File: src/hdl/adjacency_matrix_graph_store_top_assert.svh
// ----------------------------------------------------------------------------
// assertion macros for the graph store top level
// ----------------------------------------------------------------------------
`ifndef ADJACENCY_MATRIX_GRAPH_STORE_TOP_ASSERT_SVH
`define ADJACENCY_MATRIX_GRAPH_STORE_TOP_ASSERT_SVH

// same-cycle implication, disabled during reset
`define AMG_ASSERT_NOW(label, clk, rst_n, ante, cons, msg) \
    label: assert property (@(posedge clk) disable iff (!(rst_n)) (ante) |-> (cons)) \
        else $error(msg);

// next-cycle implication, disabled during reset
`define AMG_ASSERT_NEXT(label, clk, rst_n, ante, cons, msg) \
    label: assert property (@(posedge clk) disable iff (!(rst_n)) (ante) |=> (cons)) \
        else $error(msg);

`endif

File: src/hdl/amg_pkg.sv
// ----------------------------------------------------------------------------
// amg_pkg
// types and constants shared by the graph store and its channel interfaces
// ----------------------------------------------------------------------------
package amg_pkg;

    // fixed field widths of the request and response channels
    localparam int KIND_W    = 3;
    localparam int KEY_W     = 32;
    localparam int WEIGHT_W  = 16;
    localparam int STATUS_W  = 2;

    // weight value meaning no edge
    localparam int NO_EDGE = 0;

    // operation codes
    typedef enum logic [KIND_W-1:0] {
        KIND_ADD_VERTEX  = 3'd0,
        KIND_ADD_EDGE    = 3'd1,
        KIND_LIST        = 3'd2,
        KIND_CLEAR_MARKS = 3'd3,
        KIND_MARK        = 3'd4,
        KIND_IS_MARKED   = 3'd5
    } t_kind;

    // response status codes
    typedef enum logic [STATUS_W-1:0] {
        ST_OK        = 2'd0,
        ST_FULL      = 2'd1,
        ST_NOT_FOUND = 2'd2
    } t_status;

    // sequencer states
    typedef enum logic [2:0] {
        S_IDLE,
        S_CLEAR,
        S_SEARCH,
        S_LIST,
        S_LEND,
        S_RESP
    } t_state;

endpackage

File: src/hdl/amg_req_if.sv
// ----------------------------------------------------------------------------
// amg_req_if
// request channel: one graph operation per request
// ----------------------------------------------------------------------------
interface amg_req_if;
    import amg_pkg::*;

    logic                       valid;
    logic                       ready;
    logic [KIND_W-1:0]          kind;
    logic [KEY_W-1:0]           vertex_key;
    logic [KEY_W-1:0]           target_key;
    logic signed [WEIGHT_W-1:0] edge_weight;

    modport source (output valid, kind, vertex_key, target_key, edge_weight, input ready);
    modport sink   (input valid, kind, vertex_key, target_key, edge_weight, output ready);
endinterface

File: src/hdl/amg_rsp_if.sv
// ----------------------------------------------------------------------------
// amg_rsp_if
// response channel: one or more results per request
// ----------------------------------------------------------------------------
interface amg_rsp_if;
    import amg_pkg::*;

    logic                valid;
    logic                ready;
    logic [KEY_W-1:0]    neighbour_key;
    logic                is_marked_flag;
    logic                has_neighbour;
    logic [STATUS_W-1:0] status;
    logic                last_result;

    modport source (output valid, neighbour_key, is_marked_flag, has_neighbour, status,
                    last_result, input ready);
    modport sink   (input valid, neighbour_key, is_marked_flag, has_neighbour, status,
                    last_result, output ready);
endinterface

File: src/hdl/adjacency_matrix_graph_store_top.sv
// add vertex writes the key, then clears the new row and column; key lookups scan one slot a cycle
// add edge runs two lookups; listing reads one matrix entry a cycle over the n stored vertices,
// unless the response channel stalls; one request at a time, as requests are taken only when idle
// results are registered; the next request can be taken in the cycle after the last result is loaded
// reset clears vertex count, marks and control state; the matrix needs no sweep
// since add vertex clears the new row and column before any entry of it is read
// ----------------------------------------------------------------------------
// adjacency_matrix_graph_store_top
// weighted directed graph held in a key memory and an adjacency matrix memory
// ----------------------------------------------------------------------------
module adjacency_matrix_graph_store_top #(
    parameter int MAX_VERTICES = 8,
    parameter int KEY_BITS     = 32,
    parameter int WEIGHT_BITS  = 16
) (
    input  logic       i_clk,
    input  logic       i_rst_n,
    amg_req_if.sink    i_req,
    amg_rsp_if.source  o_rsp
);
    import amg_pkg::*;

    localparam int VB = (MAX_VERTICES > 1) ? $clog2(MAX_VERTICES) : 1;
    localparam int CB = $clog2(MAX_VERTICES + 1);
    localparam int IW = CB + 1;
    localparam int ED = MAX_VERTICES * MAX_VERTICES;
    localparam int AW = $clog2(ED);

    // memories
    logic [KEY_BITS-1:0]    mem_keys  [MAX_VERTICES];
    logic [WEIGHT_BITS-1:0] mem_edges [ED];
    logic [KEY_BITS-1:0]    r_key_rd;
    logic [WEIGHT_BITS-1:0] r_edge_rd;

    logic                   key_we, key_re;
    logic [VB-1:0]          key_wa, key_ra;
    logic [KEY_BITS-1:0]    key_wd;
    logic                   edge_we, edge_re;
    logic [AW-1:0]          edge_wa, edge_ra;
    logic [WEIGHT_BITS-1:0] edge_wd;

    // control registers
    t_state                r_state, n_state;
    logic [CB-1:0]         r_count, n_count;
    logic [IW-1:0]         r_idx, n_idx;
    logic                  r_pend, n_pend;
    logic [VB-1:0]         r_pend_idx, n_pend_idx;
    logic                  r_phase, n_phase;
    logic [VB-1:0]         r_a, n_a;
    logic [MAX_VERTICES-1:0] r_marks, n_marks;
    logic                  r_hold_valid, n_hold_valid;
    logic [KEY_BITS-1:0]   r_hold_key, n_hold_key;
    t_status               r_resp_status, n_resp_status;
    logic                  r_resp_flag, n_resp_flag;

    // request payload
    logic [KIND_W-1:0]          r_kind;
    logic [KEY_W-1:0]           r_vkey, r_tkey;
    logic signed [WEIGHT_W-1:0] r_weight;

    // output register
    logic                r_out_valid, n_out_valid;
    logic [KEY_W-1:0]    r_out_key, n_out_key;
    logic                r_out_flag, n_out_flag;
    logic                r_out_has, n_out_has;
    t_status             r_out_status, n_out_status;
    logic                r_out_last, n_out_last;

    logic                accept;
    logic                out_free;
    logic [KEY_BITS-1:0] skey;
    logic                match;
    logic                nz;
    logic                stall;
    logic [VB-1:0]       slot;
    logic [VB-1:0]       clr_j;

    assign accept   = i_req.valid && i_req.ready;
    assign out_free = !r_out_valid || o_rsp.ready;
    assign skey     = KEY_BITS'(r_phase ? r_tkey : r_vkey);
    assign match    = r_pend && (r_key_rd == skey);
    assign nz       = r_pend && (r_edge_rd != WEIGHT_BITS'(NO_EDGE));
    assign stall    = nz && r_hold_valid && !out_free;
    assign slot     = VB'(r_count);
    assign clr_j    = (r_idx < IW'(MAX_VERTICES)) ? VB'(r_idx)
                                                 : VB'(r_idx - IW'(MAX_VERTICES));

    assign i_req.ready          = (r_state == S_IDLE);
    assign o_rsp.valid          = r_out_valid;
    assign o_rsp.neighbour_key  = r_out_key;
    assign o_rsp.is_marked_flag = r_out_flag;
    assign o_rsp.has_neighbour  = r_out_has;
    assign o_rsp.status         = r_out_status;
    assign o_rsp.last_result    = r_out_last;

    // key memory, one write and one registered read
    always_ff @(posedge i_clk) begin
        if (key_we) begin
            mem_keys[key_wa] <= key_wd;
        end
        if (key_re) begin
            r_key_rd <= mem_keys[key_ra];
        end
    end

    // adjacency matrix memory, one write and one registered read
    always_ff @(posedge i_clk) begin
        if (edge_we) begin
            mem_edges[edge_wa] <= edge_wd;
        end
        if (edge_re) begin
            r_edge_rd <= mem_edges[edge_ra];
        end
    end

    // request capture
    always_ff @(posedge i_clk) begin
        if (accept) begin
            r_kind   <= i_req.kind;
            r_vkey   <= i_req.vertex_key;
            r_tkey   <= i_req.target_key;
            r_weight <= i_req.edge_weight;
        end
    end

    // state and control registers
    always_ff @(posedge i_clk) begin
        if (!i_rst_n) begin
            r_state      <= S_IDLE;
            r_count      <= '0;
            r_idx        <= '0;
            r_pend       <= 1'b0;
            r_phase      <= 1'b0;
            r_marks      <= '0;
            r_hold_valid <= 1'b0;
            r_out_valid  <= 1'b0;
        end else begin
            r_state      <= n_state;
            r_count      <= n_count;
            r_idx        <= n_idx;
            r_pend       <= n_pend;
            r_phase      <= n_phase;
            r_marks      <= n_marks;
            r_hold_valid <= n_hold_valid;
            r_out_valid  <= n_out_valid;
        end
    end

    // payload registers
    always_ff @(posedge i_clk) begin
        r_pend_idx    <= n_pend_idx;
        r_a           <= n_a;
        r_hold_key    <= n_hold_key;
        r_resp_status <= n_resp_status;
        r_resp_flag   <= n_resp_flag;
        r_out_key     <= n_out_key;
        r_out_flag    <= n_out_flag;
        r_out_has     <= n_out_has;
        r_out_status  <= n_out_status;
        r_out_last    <= n_out_last;
    end

    // sequencer
    always_comb begin
        n_state       = r_state;
        n_count       = r_count;
        n_idx         = r_idx;
        n_pend        = r_pend;
        n_pend_idx    = r_pend_idx;
        n_phase       = r_phase;
        n_a           = r_a;
        n_marks       = r_marks;
        n_hold_valid  = r_hold_valid;
        n_hold_key    = r_hold_key;
        n_resp_status = r_resp_status;
        n_resp_flag   = r_resp_flag;

        n_out_valid   = r_out_valid && !o_rsp.ready;
        n_out_key     = r_out_key;
        n_out_flag    = r_out_flag;
        n_out_has     = r_out_has;
        n_out_status  = r_out_status;
        n_out_last    = r_out_last;

        key_we  = 1'b0;
        key_wa  = slot;
        key_wd  = KEY_BITS'(i_req.vertex_key);
        key_re  = 1'b0;
        key_ra  = VB'(r_idx);
        edge_we = 1'b0;
        edge_wa = '0;
        edge_wd = '0;
        edge_re = 1'b0;
        edge_ra = AW'(r_a) * AW'(MAX_VERTICES) + AW'(VB'(r_idx));

        unique case (r_state)
            S_IDLE: begin
                if (accept) begin
                    n_resp_status = ST_OK;
                    n_resp_flag   = 1'b0;
                    n_idx         = '0;
                    n_pend        = 1'b0;
                    n_phase       = 1'b0;
                    unique case (i_req.kind)
                        KIND_ADD_VERTEX: begin
                            if (r_count == CB'(MAX_VERTICES)) begin
                                n_resp_status = ST_FULL;
                                n_state       = S_RESP;
                            end else begin
                                key_we  = 1'b1;
                                n_state = S_CLEAR;
                            end
                        end
                        KIND_ADD_EDGE, KIND_LIST, KIND_MARK, KIND_IS_MARKED: begin
                            if (r_count == '0) begin
                                n_resp_status = ST_NOT_FOUND;
                                n_state       = S_RESP;
                            end else begin
                                n_state = S_SEARCH;
                            end
                        end
                        KIND_CLEAR_MARKS: begin
                            n_marks = '0;
                            n_state = S_RESP;
                        end
                        default: begin
                            n_state = S_RESP;
                        end
                    endcase
                end
            end

            // clear the new row, then the new column, one entry a cycle
            S_CLEAR: begin
                edge_we = 1'b1;
                if (r_idx < IW'(MAX_VERTICES)) begin
                    edge_wa = AW'(slot) * AW'(MAX_VERTICES) + AW'(clr_j);
                end else begin
                    edge_wa = AW'(clr_j) * AW'(MAX_VERTICES) + AW'(slot);
                end
                if (r_idx == IW'(2 * MAX_VERTICES - 1)) begin
                    n_count = r_count + CB'(1);
                    n_state = S_RESP;
                end else begin
                    n_idx = r_idx + IW'(1);
                end
            end

            // key lookup: read one slot a cycle, compare it the cycle after
            S_SEARCH: begin
                if (match) begin
                    n_idx  = '0;
                    n_pend = 1'b0;
                    priority case (r_kind)
                        KIND_ADD_EDGE: begin
                            if (!r_phase) begin
                                n_a     = r_pend_idx;
                                n_phase = 1'b1;
                            end else begin
                                edge_we = 1'b1;
                                edge_wa = AW'(r_a) * AW'(MAX_VERTICES) + AW'(r_pend_idx);
                                edge_wd = WEIGHT_BITS'(r_weight);
                                n_state = S_RESP;
                            end
                        end
                        KIND_LIST: begin
                            n_a          = r_pend_idx;
                            n_hold_valid = 1'b0;
                            n_state      = S_LIST;
                        end
                        KIND_MARK: begin
                            n_marks[r_pend_idx] = 1'b1;
                            n_state             = S_RESP;
                        end
                        KIND_IS_MARKED: begin
                            n_resp_flag = r_marks[r_pend_idx];
                            n_state     = S_RESP;
                        end
                        default: begin
                            n_state = S_RESP;
                        end
                    endcase
                end else if (r_idx < IW'(r_count)) begin
                    key_re     = 1'b1;
                    n_pend     = 1'b1;
                    n_pend_idx = VB'(r_idx);
                    n_idx      = r_idx + IW'(1);
                end else begin
                    n_pend        = 1'b0;
                    n_resp_status = ST_NOT_FOUND;
                    n_state       = S_RESP;
                end
            end

            // row scan; each successor is held until the next one shows it is not last
            S_LIST: begin
                if (!stall) begin
                    if (nz) begin
                        if (r_hold_valid) begin
                            n_out_valid  = 1'b1;
                            n_out_key    = KEY_W'(r_hold_key);
                            n_out_flag   = 1'b0;
                            n_out_has    = 1'b1;
                            n_out_status = ST_OK;
                            n_out_last   = 1'b0;
                        end
                        n_hold_key   = r_key_rd;
                        n_hold_valid = 1'b1;
                    end
                    if (r_idx < IW'(r_count)) begin
                        key_re  = 1'b1;
                        edge_re = 1'b1;
                        n_pend  = 1'b1;
                        n_idx   = r_idx + IW'(1);
                    end else begin
                        n_pend  = 1'b0;
                        n_state = S_LEND;
                    end
                end
            end

            // final listing result, or the empty one
            S_LEND: begin
                if (out_free) begin
                    n_out_valid  = 1'b1;
                    n_out_key    = r_hold_valid ? KEY_W'(r_hold_key) : '0;
                    n_out_flag   = 1'b0;
                    n_out_has    = r_hold_valid;
                    n_out_status = ST_OK;
                    n_out_last   = 1'b1;
                    n_state      = S_IDLE;
                end
            end

            // single result of every other request, and of a listing whose source key is not found
            S_RESP: begin
                if (out_free) begin
                    n_out_valid  = 1'b1;
                    n_out_key    = '0;
                    n_out_flag   = r_resp_flag;
                    n_out_has    = 1'b0;
                    n_out_status = r_resp_status;
                    n_out_last   = 1'b1;
                    n_state      = S_IDLE;
                end
            end

            default: begin
                n_state = S_IDLE;
            end
        endcase
    end

    // checks on the sequencer
`include "adjacency_matrix_graph_store_top_assert.svh"

    `AMG_ASSERT_NOW(a_list_source_stored, i_clk, i_rst_n, (r_state == S_LIST),
        (CB'(r_a) < r_count), "listing source slot beyond vertex count")
    `AMG_ASSERT_NOW(a_search_slot_stored, i_clk, i_rst_n, (r_state == S_SEARCH && r_pend),
        (CB'(r_pend_idx) < r_count), "key compare on a slot beyond vertex count")
    `AMG_ASSERT_NEXT(a_count_only_after_clear, i_clk, i_rst_n,
        (r_state != S_CLEAR), $stable(r_count), "vertex count moved outside clear sweep")

endmodule

File: src/flat_wrapper.sv
// flat-port wrapper written by rule: the top's interface ports become plain ports
module adjacency_matrix_graph_store_top_flat import amg_pkg::*;
#(
    parameter int MAX_VERTICES = 8,
    parameter int KEY_BITS     = 32,
    parameter int WEIGHT_BITS  = 16
)
  (i_clk, i_rst_n, i_req_valid, i_req_kind, i_req_vertex_key, i_req_target_key, i_req_edge_weight, i_req_ready, o_rsp_valid, o_rsp_neighbour_key, o_rsp_is_marked_flag, o_rsp_has_neighbour, o_rsp_status, o_rsp_last_result, o_rsp_ready);
  amg_req_if i_req_i ();
  amg_rsp_if o_rsp_i ();
  input  logic i_clk;
  input  logic i_rst_n;
  input wire logic [$bits(i_req_i.valid)-1:0] i_req_valid;
  input wire logic [$bits(i_req_i.kind)-1:0] i_req_kind;
  input wire logic [$bits(i_req_i.vertex_key)-1:0] i_req_vertex_key;
  input wire logic [$bits(i_req_i.target_key)-1:0] i_req_target_key;
  input wire logic [$bits(i_req_i.edge_weight)-1:0] i_req_edge_weight;
  output wire logic [$bits(i_req_i.ready)-1:0] i_req_ready;
  output wire logic [$bits(o_rsp_i.valid)-1:0] o_rsp_valid;
  output wire logic [$bits(o_rsp_i.neighbour_key)-1:0] o_rsp_neighbour_key;
  output wire logic [$bits(o_rsp_i.is_marked_flag)-1:0] o_rsp_is_marked_flag;
  output wire logic [$bits(o_rsp_i.has_neighbour)-1:0] o_rsp_has_neighbour;
  output wire logic [$bits(o_rsp_i.status)-1:0] o_rsp_status;
  output wire logic [$bits(o_rsp_i.last_result)-1:0] o_rsp_last_result;
  input wire logic [$bits(o_rsp_i.ready)-1:0] o_rsp_ready;
  assign i_req_i.valid = i_req_valid;
  assign i_req_i.kind = i_req_kind;
  assign i_req_i.vertex_key = i_req_vertex_key;
  assign i_req_i.target_key = i_req_target_key;
  assign i_req_i.edge_weight = i_req_edge_weight;
  assign i_req_ready = i_req_i.ready;
  assign o_rsp_valid = o_rsp_i.valid;
  assign o_rsp_neighbour_key = o_rsp_i.neighbour_key;
  assign o_rsp_is_marked_flag = o_rsp_i.is_marked_flag;
  assign o_rsp_has_neighbour = o_rsp_i.has_neighbour;
  assign o_rsp_status = o_rsp_i.status;
  assign o_rsp_last_result = o_rsp_i.last_result;
  assign o_rsp_i.ready = o_rsp_ready;
  adjacency_matrix_graph_store_top #(.MAX_VERTICES(MAX_VERTICES), .KEY_BITS(KEY_BITS), .WEIGHT_BITS(WEIGHT_BITS)) u_core (.i_clk(i_clk), .i_rst_n(i_rst_n), .i_req(i_req_i), .o_rsp(o_rsp_i));
endmodule
File: config.mk
export PLATFORM = sky130hd
export DESIGN_NAME = adjacency_matrix_graph_store_top_flat
export DESIGN_NICKNAME = d
export VERILOG_FILES = /design/src/hdl/amg_pkg.sv /design/src/hdl/amg_req_if.sv /design/src/hdl/amg_rsp_if.sv /design/src/hdl/adjacency_matrix_graph_store_top.sv /design/src/flat_wrapper.sv
export VERILOG_INCLUDE_DIRS = /design/src /design/src/hdl
export SDC_FILE = /design/constraint.sdc
export NUM_CORES = 1
export LEC_CHECK = 0
export BUFFER_PORTS_ARGS = -buffer_cell sky130_fd_sc_hd__buf_2
export CORE_MARGIN = 1.5
export CORE_UTILIZATION = 60
export CTS_CLUSTER_DIAMETER = 30
export CTS_CLUSTER_SIZE = 12
export DETAILED_ROUTE_END_ITERATION = 16
export PLACE_DENSITY = 0.77
export SKIP_LAST_GASP = 1
export SLEW_MARGIN = 40
export SYNTH_ARGS = -nofsm -noshare
export SYNTH_HDL_FRONTEND = slang
export SYNTH_SLANG_ARGS = --single-unit
File: constraint.sdc
create_clock -name i_clk -period 6.31 [get_ports i_clk]
set_clock_uncertainty 0.1 [all_clocks]
set_input_delay 0.3155 -clock i_clk [delete_from_list [all_inputs] [get_ports i_clk]]
set_output_delay 0.3155 -clock i_clk [all_outputs]
set_load 0.01 [all_outputs]
### Word-level counts from Yosys, hierarchy flattened

Memory sizes are Yosys's and may differ from the RTL's. A register that Yosys moved wholly into a read port is not among the register bits.
Cells that the tools add are included.

| word-level totals | value |
|---|---|
| input port bits | 87 |
| register bits after elaboration | 185 |
| memories kept | 2 |
| word-level logic and storage cells | 224 |
| output and inout bits | 39 |
| bits in writable memories | 1280 |

Memory list:

| name | words | width | read ports | clocked after memory_dff | wr ports | RTL line | text |
|---|---|---|---|---|---|---|---|
| u_core.mem_edges | 64 | 16 | 1 | 1 | 1 | adjacency_matrix_graph_store_top.sv:31 | `logic [WEIGHT_BITS-1:0] mem_edges [ED];` |
| u_core.mem_keys | 8 | 32 | 1 | 1 | 1 | adjacency_matrix_graph_store_top.sv:30 | `logic [KEY_BITS-1:0] mem_keys [MAX_VERTICES];` |

| operators by class | value |
|---|---|
| reduce and logical (&&, ||, !) cells | 38 |
| equality and inequality tests | 38 |
| muxes and demuxes | 110 |
| add/subtract/negate cells | 7 |
| order comparisons | 4 |
| bitwise operators | 3 |

Operator list:

| operator | count |
|---|---|
| 32-bit 2-to-1 mux | 7 |
| 32-bit one-hot mux with 3 select lines | 1 |
| 16-bit 2-to-1 mux | 4 |
| 1-bit 2-to-1 mux | 42 |
| 3-bit 2-to-1 mux | 12 |
| 32-bit == test | 1 |
| 8-bit 2-to-1 mux | 4 |
| 5-bit 2-to-1 mux | 5 |
| 6-bit by 3-bit adder with 6-bit output | 4 |
| 6-bit 2-to-1 mux | 4 |
| 2-bit != test, second input constant | 12 |
| 5-bit one-hot mux with 4 select lines | 1 |
| 4-bit AND reduction | 5 |
| 3-bit == test, second input constant | 6 |
| 2-bit 2-to-1 mux | 9 |
| 3-bit one-hot mux with 2 select lines | 3 |
| 8-bit one-hot mux with 2 select lines | 1 |
| 16-bit nonzero test | 1 |
| 3-bit by 2-bit == test with 1-bit output, second input constant | 5 |
| 3-bit one-hot mux with 5 select lines | 1 |
| 5-bit AND reduction | 3 |
| 2-bit by 1-bit != test with 1-bit output, second input constant | 7 |
| 1-bit one-hot mux with 2 select lines | 7 |
| 6-bit one-hot mux with 2 select lines | 1 |
| other kinds (33) | 54 |

### Longest topological paths before layout

| depth | value |
|---|---|
| depth in word-level cells | 8 |
| mapped depth | 12 |
| gate-level depth less buffers | 9 |

### Worst setup path after synthesis

Ideal clock, no wire load.

| path | value |
|---|---|
| path type | register to register |
| start point | register u_core.r_phase |
| end point | memory u_core.mem_edges[63][0] (enable) |
| library setup time | 0.430 ns |
| path buffers | 4 |
| setup slack | 1.857 ns |
| arrival time | 3.922 ns |
| data required time | 5.780 ns |
| period minus slack after synthesis | 4.453 ns |
| cell stages (with the launch flop) | 13 |
| cells stage by stage | dfxtp_1 buf_6 buf_6 mux2i_1 xnor2_1 nor4_2 nand4_1 nor4_4 buf_6 a21oi_1 or2_1 clkbuf_1 nor4_1 |

| between the ends | value |
|---|---|
| word-level cells in the longest chain between the ends | 7 |
| elaborated cells on any way between the ends | 13 |
| classes of those cells | eq/ne (1); mux (11); reduce/logical (1) |

Ends and longest elaborated chain:

| what | RTL line | text |
|---|---|---|
| start, declared | adjacency_matrix_graph_store_top.sv:48 | `logic r_phase, n_phase;` |
| start signal, assigned | adjacency_matrix_graph_store_top.sv:142 | `r_phase <= n_phase;` |
| 32-bit 2-to-1 mux | adjacency_matrix_graph_store_top.sv:80 | `assign skey = KEY_BITS'(r_phase ? r_tkey : r_vkey);` |
| 32-bit == test | adjacency_matrix_graph_store_top.sv:81 | `assign match = r_pend && (r_key_rd == skey);` |
| 1-bit logical AND | adjacency_matrix_graph_store_top.sv:81 |  |
| 1-bit 2-to-1 mux | adjacency_matrix_graph_store_top.sv:251 | `if (match) begin` |
| 1-bit one-hot mux with 2 select lines | adjacency_matrix_graph_store_top.sv:196 | `unique case (r_state)` |
| 1-bit 2-to-1 mux | adjacency_matrix_graph_store_top.sv:108 | `if (edge_we) begin` |
| 1-bit 2-to-1 mux (implied by the code) | adjacency_matrix_graph_store_top.sv:109 | `mem_edges[edge_wa] <= edge_wd;` |
| end, declared | adjacency_matrix_graph_store_top.sv:31 |  |

Several ways; a longest one is shown, not always the timed one.

### Worst setup path in the final report

| path | value |
|---|---|
| start point | register u_core.r_phase |
| end point | memory u_core.mem_edges[27][3] (enable) |

The elaborated chain is that of the path after synthesis.

==> results.md <==
* Final setup vio count at 0
* Synth Net Count at roughly 2,600
* Total congestion overflow at 0
* GRT Total Usage at about 34%
* CP dominant cell by count: buf_4
* Io pins at 126
* Critical R2R Launch: u_core.r_phase$_SDFFE_PN0P_
* DP Area at about 61,000 sq um
* Setup crit start kind: flop
* CP endpoint kind: flop
* Number of global-route vias before repair at around 32,000
* Slew @ Worst Pin at roughly 0.94 ns
* DRT iter0 DRCs at roughly 5,300
* Final min period at about 5.0 ns
* Hold Path Origin: i_req_edge_weight[5]
* Vias post-DR at around 31,000
* Fin. max-slew vios at 0
* Pwr Density at about 380 nW/um^2
* Setup CP Type: flop to flop
* Post-CTS Setup Repair Bufs at 0
* Clk root buf: clkbuf_16
* Crit-path max cell delay at ~0.66 ns
* Die height at 314 um
* CTS buffer count at 240
* Post-synthesis sequential area ratio at about 80%
* Final hold slack at ~0.11 ns
* R2R setup slack at between 1 and 1.5 ns
* Critical path fanouts, max at 25
* DR WL/cell at ~37 um
* Row cnt at 113
* Setup TNS at 0 ns
* # clock sinks at approximately 1,500
* CP required at approximately 6.7 ns
* DP HPWL at about 80 mm
* Clock Tree Buf Depth at 3
* RSZ-0062 raised after global routing: no
* Port Buffer Count at 125
* Die width at about 310 um
* Clk slew on worst S/H paths at roughly 0.060 ns
* Vias/cell at around 7
* Dominant cell type by area after synthesis: edfxtp_1
* ANT nets after route at 0
* Fin crit share at around four fifths
* Most common cell in the netlist: edfxtp_1
* Post-synthesis instance total at 2,531
* Area grow syn2layout at 21.2%
* FMAX at around 200 MHz
* Static leakage at approximately 21 nW
* Drt pass-1 iters at 7
* Worst skew pair latency at between 0.8 and 0.9 ns
* CTS tree: yes
* Layout cells sized above 1 at 36.2%
* Reg2Reg Depth at 12
* Library cells used by synthesis at 58
* Max-slew headroom at ~37%
* Final Hold Vio Count at 0
* Syn Area/Cell at 22.9 sq um
* Crit Reg-Reg Endpoint: u_core.mem_edges[27][3]$_DFFE_PP_
* Antenna violations before repair at 8
* Final #Nets at about 3,100
* EDFF count, synth at ~1,500
* Min-Delay Endpoint: u_core.r_weight[5]$_DFFE_PP_
* VDD IR max at between 300 and 400 uV
* Type of the tightest min-delay check: input pin to flop
* Largest net degree at the start of global routing at ~110
* Max-Cap Viols at 0
* Seq cells post-synth at around 1,500
* Status: finished, final reports clean
* Synth cell count leaders: edfxtp_1, mux4_2, nor2_1
* Hold Path Depth at 2
* H-tree depth at 4
* Dominant cells by area after synthesis: edfxtp_1, mux4_2, dfxtp_1
* Routability Congestion at about 0.90
* Initial core utilization at roughly three fifths
* Area of the core at approximately 95,000 sq um
* Synthesized cell area at 57,900 sq um
* First-pass GRT wire length at roughly 240 mm
* CP arrival at approximately 5.3 ns
* Prevailing post-synth register cell: edfxtp_1
* Synth async-reset ratio at 0%
* Slowest CP cell: dfxtp_4
* Critical-path cell list: buf_4 > mux2i_1 > xnor2_1 > nor4_2 > nand2_1 > nor4_4 > buf_4 > buf_4 > a21oi_1 > a211o_1 > nor2_1 > buf_4
* Die ar. at a little under 100,000 sq um
* Yosys warns at 0
* Final Cell Area at ~70,000 sq um
* DRC viols at 0
* Post-synth top area share at between 70% and 80%
* Drt total wl at around 170 mm
[worst max-delay path: cells and delay by family (launching register included)]
family | cells | cell delay (ns)
XOR/XNOR | 1 | 0.12
flip-flops | 1 | 0.66
AND/OR/NAND/NOR | 4 | 1.50
multiplexers | 1 | 0.28
AO/OA/AOI/OAI | 2 | 0.74
buffers and inverters | 4 | 1.17
[cell families (layout without fill, tap and decap cells)]
group           Yosys count  in the layout  share of synthesized area (%)
fa+ha+maj                 7              7                          0.151
other cells               0              3                              0
compound gates           90             90                           1.02
buf+inv                 143            794                           1.01
xor+xnor                 35             35                          0.529
mux                     466            466                           16.8
simple gates            277            277                           2.55
flops                  1513           1513                           78.0
[worst max-delay path by stage]
stage          slack [ns]                            endpoint                         from
2_1_floorplan        1.86   u_core.mem_edges[63][0]$_DFFE_PP_  u_core.r_phase$_SDFFE_PN0P_
3_3_place_gp         1.27  u_core.mem_edges[17][15]$_DFFE_PP_  u_core.r_phase$_SDFFE_PN0P_
3_5_place_dp         1.17   u_core.mem_edges[28][8]$_DFFE_PP_  u_core.r_phase$_SDFFE_PN0P_
4_1_cts              1.02  u_core.mem_edges[25][13]$_DFFE_PP_  u_core.r_phase$_SDFFE_PN0P_
5_1_grt              1.19  u_core.mem_edges[41][13]$_DFFE_PP_  u_core.r_phase$_SDFFE_PN0P_
6_report             1.31   u_core.mem_edges[27][3]$_DFFE_PP_  u_core.r_phase$_SDFFE_PN0P_
[flip-flops by register name, summed over array words and instances, names as in the netlist, 2 cells and up]
| register | flops |
|---|---|
| u_core.mem_edges | 1024 |
| u_core.mem_keys | 256 |
| u_core.o_rsp.neighbour_key | 32 |
| u_core.r_hold_key | 32 |
| u_core.r_key_rd | 32 |
| u_core.r_tkey | 32 |
| u_core.r_vkey | 32 |
| u_core.r_edge_rd | 16 |
| u_core.r_weight | 16 |
| u_core.r_marks | 8 |
| u_core.r_idx | 5 |
| u_core.r_count | 4 |
| u_core.r_a | 3 |
| u_core.r_kind | 3 |
| u_core.r_pend_idx | 3 |
| u_core.r_state | 3 |
| u_core.o_rsp.status | 2 |
| u_core.r_resp_status | 2 |
[what timing repair did]
| action | CTS | global route |
|---|---|---|
| hold buffers | 85 | 0 |
| hold endpoints to repair | 355 | 0 |
| resized for setup | 0 | 0 |
[metal layers]
metal / track usage (%) / vias up / share of wire, %
met5: 0 / - / 0.040
met4: 14.8 / 12 / 4.9
met3: 9.04 / 571 / 12
met2: 55.2 / 2962 / 49
met1: 45.1 / 16112 / 33
li1: - / 11642 / -
[where the power goes]
| group | leakage [nW] | switching (mW) | internal (mW) | total [mW] |
|---|---|---|---|---|
| combinational | 4.40 | 0.785 | 0.633 | 1.42 |
| sequential | 12.6 | 0.117 | 11.2 | 11.3 |
| clock | 4.04 | 5.35 | 8.49 | 13.8 |
| total | 21.0 | 6.25 | 20.3 | 26.5 |
[cell type report]
class / count / area, sq um
antenna: 3 / 7.51
clock buffer: 253 / 6050
clock inverter: 206 / 2470
fill: 4659 / 25000
inverter: 16 / 65.1
multi-input combinational: 875 / 12400
sequential: 1513 / 45200
tap: 1265 / 1580
timing repair buffer: 319 / 2510
[stage by stage]
step / utilization [%] / setup slack, ns / total power, mW / cells
after CTS: 73.6 / 1.02 / 26.4 / 4442
after detailed placement: 63.7 / 1.17 / 12.7 / 3898
after global routing: 73.7 / 1.19 / 27.0 / 4447
final: 73.7 / 1.31 / 26.5 / 4450
after global placement: 63.5 / 1.27 / 12.7 / 3890
after floorplan: - / 1.86 / 12.3 / 2531
[cells in the final DEF (no fill, tap or decap), types with 11 or more instances in the layout]
cell type / instances
a21oi_1: 25
and2_1: 35
buf_2: 125
buf_4: 91
bufinv_16: 33
clkbuf_1: 13
clkbuf_16: 240
clkinv_1: 21
clkinv_2: 19
clkinv_4: 39
clkinvlp_4: 37
dfxtp_1: 20
dlygate4sd3_1: 85
edfxtp_1: 1489
inv_1: 15
inv_6: 39
mux2_2: 32
mux2i_1: 34
mux4_2: 400
nand2_1: 33
nand3_1: 11
nor2_1: 80
nor2_4: 18
nor3_1: 14
nor4_1: 11
o21ai_0: 19
xnor2_1: 34
Power figures use the tool's default switching activity.
